==> src/sv/kst_ram.sv <==
module kst_ram #(
  parameter int WIDTH = 8,
  parameter int DEPTH = 16
) (
  input  logic                     clk,
  input  logic                     we,
  input  logic [$clog2(DEPTH)-1:0] waddr,
  input  logic [WIDTH-1:0]         wdata,
  input  logic [$clog2(DEPTH)-1:0] raddr,
  output logic [WIDTH-1:0]         rdata
);
  logic [WIDTH-1:0] mem [DEPTH];

  always_ff @(posedge clk) begin
    if (we) begin
      mem[waddr] <= wdata;
    end
    rdata <= mem[raddr];
  end
endmodule
==> config.mk <==
export PLATFORM = sky130hd
export DESIGN_NAME = kst_ram
export DESIGN_NICKNAME = d
export VERILOG_FILES = /design/src/sv/kst_ram.sv
export SDC_FILE = /design/constraint.sdc
export NUM_CORES = 1
export LEC_CHECK = 0
export ABC_AREA = 0
export BUFFER_PORTS_ARGS = -buffer_cell sky130_fd_sc_hd__buf_4
export CELL_PAD_IN_SITES_DETAIL_PLACEMENT = 0
export CELL_PAD_IN_SITES_GLOBAL_PLACEMENT = 1
export CORE_MARGIN = 2
export CORE_UTILIZATION = 45
export DETAILED_ROUTE_END_ITERATION = 8
export MAX_ROUTING_LAYER = met4
export PLACE_DENSITY = 0.71
export SLEW_MARGIN = 20
export SYNTH_ARGS = -nofsm -noshare
export SYNTH_HDL_FRONTEND = slang
export SYNTH_SLANG_ARGS = --single-unit
==> constraint.sdc <==
create_clock -name clk -period 1.7 [get_ports clk]
set_input_delay 0 -clock clk [delete_from_list [all_inputs] [get_ports clk]]
set_output_delay 0 -clock clk [all_outputs]
set_load 0.03 [all_outputs]
==> summary.md <==
| Metric | Value |
|---|---|
| Synth-to-Final Area Change | 21.3% |
| Post-Synth Simple-Gate Area | ~3.2% |
| Clk_lat worst skew | 0.41 ns |
| Post-CTS setup buffers | 0 |
| Number of antenna violations at the first check in global routing | 0 |
| Post-synthesis cell count | 229 |
| Max-Cap Viols | 0 |
| Compound-gate portion of the synthesized area | 2.33% |
| H-tree Lvls | 4 |
| Largest area contributor in the netlist | edfxtp_1 |
| Clock Sinks | 136 |
| Die height | between 100 and 150 um |
| Worst vdd ir | 0.000773 V |
| I/O pins | 26 |
| Final Max Slew Viols | 0 |
| Top-area cell type share of the netlist area | 74.7% |
| Max clock buf depth | 2 |
| Final wirelength | 9820 um |
| Synthesized area per cell | about 22 um2 |
| Sw Pwr | 1510 uW |
| Vias in the first global route | 2599 |
| Largest net degree at the start of global routing | 29 |
| GPL Wtd Cong | 0.724 |
| Initial Util | a little under half |
| DPL Wire Length | 6180 um |
| R2R Setup Slk | around 0.33 ns |
| Hold path depth | 3 |
| Clock share of power | 44.5% |
| Final nets | 311 |
| Core Footprint | 11300 um2 |
| First-pass GRT wire length | 15100 um |
| Antenna viol nets, final | 0 |
| Fin crit period | 1.37 ns |
| Unique cell type count in the Yosys netlist | 19 |
| Hold-critical path endpoint | mem[0][4]$_DFFE_PP_ |
| Syn Nets | 247 |
| Die X | between 100 and 150 um |
| Share of cells above drive strength 1 | a little under a third |
| Crit path required time | 1.99 ns |
| Worst-path fanout max | 1 |
| RSZ-0062 raised after global routing | false |
| Slew at the pin closest to its max-slew limit | 0.399 ns |
| Leak Pwr | between 0.002 and 0.0025 uW |
| Hold path startpoint | waddr[0] |
| Grt ovf | 0 |
| CTS tree | done |
| CTS root buf | clkbuf_16 |
| Starting DRT DRC Count | 214 |
| Worst reg2reg path endpoint | rdata[3]$_DFF_P_ |
| Cts bufs inserted | 17 |
| Synth top area cells | edfxtp_1 (75%), mux4_2 (7.9%), mux4_1 (7.1%), dfxtp_1 (3.1%), a22oi_1 (2.3%) |
| Final Power | 7580 uW |
| Post-synthesis adder-cell area fraction | 0% |
| Post-Synth XOR/XNOR Area | 0% |
| Cell-internal power | 6060 uW |
| Core Rows | 39 |
| Hold Crit Class | input port to register |
| Sequential area share after synthesis | around 78% |
| R2R depth | 3 |
| Setup tns final | 0 ns |
| Core Util, Final | 55.4% |
| Routed vias | 2447 |
| Switching share of power | 20.0% |
| Crit start category | register |
| Cell Area, Synth | 5150 um2 |
| Clock slew at reported path FFs | 0.05 ns |
| # DRC | 0 |
| Layout filler cell count | 844 |
| Drt wl/cell | around 22 um |
| Status | finished clean |
| Ys Warns | 0 |
| Period utilization | 80.9% |
| Main combinational cell family by area after synthesis | multiplexers |
| Port buffer count | 25 |
| ANT cells | 0 |
| Drt pass-1 iters | 6 |
| Critical R2R Launch | mem[1][3]$_DFFE_PP_ |
| DIE AREA | approximately 12000 um2 |
| Logic pwr share | between 5 and 6% |
| Mux cell area share after synthesis | between 15 and 20% |
| Arrival @ worst endpoint | around 1.7 ns |
| Clock skew | 0.00639 ns |
| Pwr/cell area | 1210 nW/um2 |
| FF+latch count, synth | 136 |
| Total track usage | 17.6% |
| Via-per-instance ratio | 5.45 |
| Fin. Hold Viols | 0 |
| Worst Setup Path Type | register to register |
| Fmax | 0.727 GHz |
| Final setup violation count | 0 |
| Slew Limit Headroom | 73.4% |
| Seq pwr share | between 40% and 50% |
| Crit path capture type | register |
-- layout by cell type (no fill, tap or decap), drive strengths merged, types with 2 or more instances in the layout --
cell	n
clkinv	9
nand2b	2
dlygate4sd3	8
dfxtp	8
nand3b	2
nand2	9
nor2	13
edfxtp	128
mux4	32
nor3	4
a22oi	16
clkbuf	20
buf	47
bufinv	2
-- worst max-delay path by stage --
stage	from	to	slack (ns)	cells past startpoint
2_1_floorplan	waddr[2]	mem[0][0]$_DFFE_PP_	0.21	2
3_3_place_gp	raddr[0]	rdata[1]$_DFF_P_	0.25	6
3_5_place_dp	raddr[0]	rdata[4]$_DFF_P_	0.24	5
4_1_cts	mem[8][4]$_DFFE_PP_	rdata[4]$_DFF_P_	0.29	3
5_1_grt	mem[10][4]$_DFFE_PP_	rdata[4]$_DFF_P_	0.28	3
6_report	mem[1][3]$_DFFE_PP_	rdata[3]$_DFF_P_	0.33	3
-- kinds of logic after synthesis --
logic type,after synthesis
buf+inv,10
simple gates,35
compound gates,16
flops,136
mux,32
-- layer usage --
layer | wire length, um | global-route usage [%] | vias to the layer above
met1 | 4270 | 22.8 | 1269
met4 | 130 | 5.75 | 0
met5 | 0 | - | -
met2 | 4890 | 27.3 | 72
met3 | 527 | 5.19 | 10
li1 | - | - | 1096
-- stage by stage --
stage / area [um2] / hold slack (ns) / worst slack, ns / std cells
2_1_floorplan: 5150 / 0.0989 / 0.207 / 229
6_report: 6240 / 0.110 / 0.325 / 449
3_5_place_dp: 5620 / 0.321 / 0.244 / 409
3_3_place_gp: 5620 / 0.309 / 0.254 / 409
5_1_grt: 6240 / 0.108 / 0.276 / 449
4_1_cts: 6240 / 0.0970 / 0.292 / 449
-- sequential cells by signal, indices dropped and copies added, names as in the netlist --
register and flops:
rdata 8, mem 128
-- synth_stat cells --
cell,count
nor2b_1,1
and2_1,1
mux4_1,14
or3b_2,1
and2b_1,1
nor3_1,4
clkdlybuf4s25_2,3
nand3_1,1
dfxtp_1,8
buf_2,3
edfxtp_1,128
mux4_2,18
nor2_1,13
nand2_1,9
buf_4,1
buf_6,3
a22oi_1,16
nand3b_1,2
nand2b_1,2
-- repair_timing --
action / CTS / global route
hold endpoints to repair: 128 / 0
gates resized for setup: 0 / 0
hold buffers: 8 / 0
-- critical path: stages (launching register included) --
cell      delay, ns
edfxtp_1       0.36
mux4_1         0.50
a22oi_1        0.29
nand2_1        0.10
-- power by group through the flow --
stage | clock network [uW] | registers [uW] | logic [uW]
after floorplan | 0 | 3880 | 190
after global placement | 0 | 3840 | 416
after detailed placement | 0 | 3840 | 422
after CTS | 3420 | 3770 | 439
after global routing | 3570 | 3780 | 463
final | 3370 | 3770 | 430
-- layout make-up --
class / count / area (um2) / share of cell area, %
Clock buffer: 20 / 437 / 6.99
Clock inverter: 12 / 109 / 1.74
Multi-Input combinational cell: 83 / 1060 / 16.9
Sequential cell: 136 / 4000 / 64.1
Tap cell: 143 / 179 / 2.87
Timing Repair Buffer: 55 / 458 / 7.33
Power figures use the tool's default switching activity.
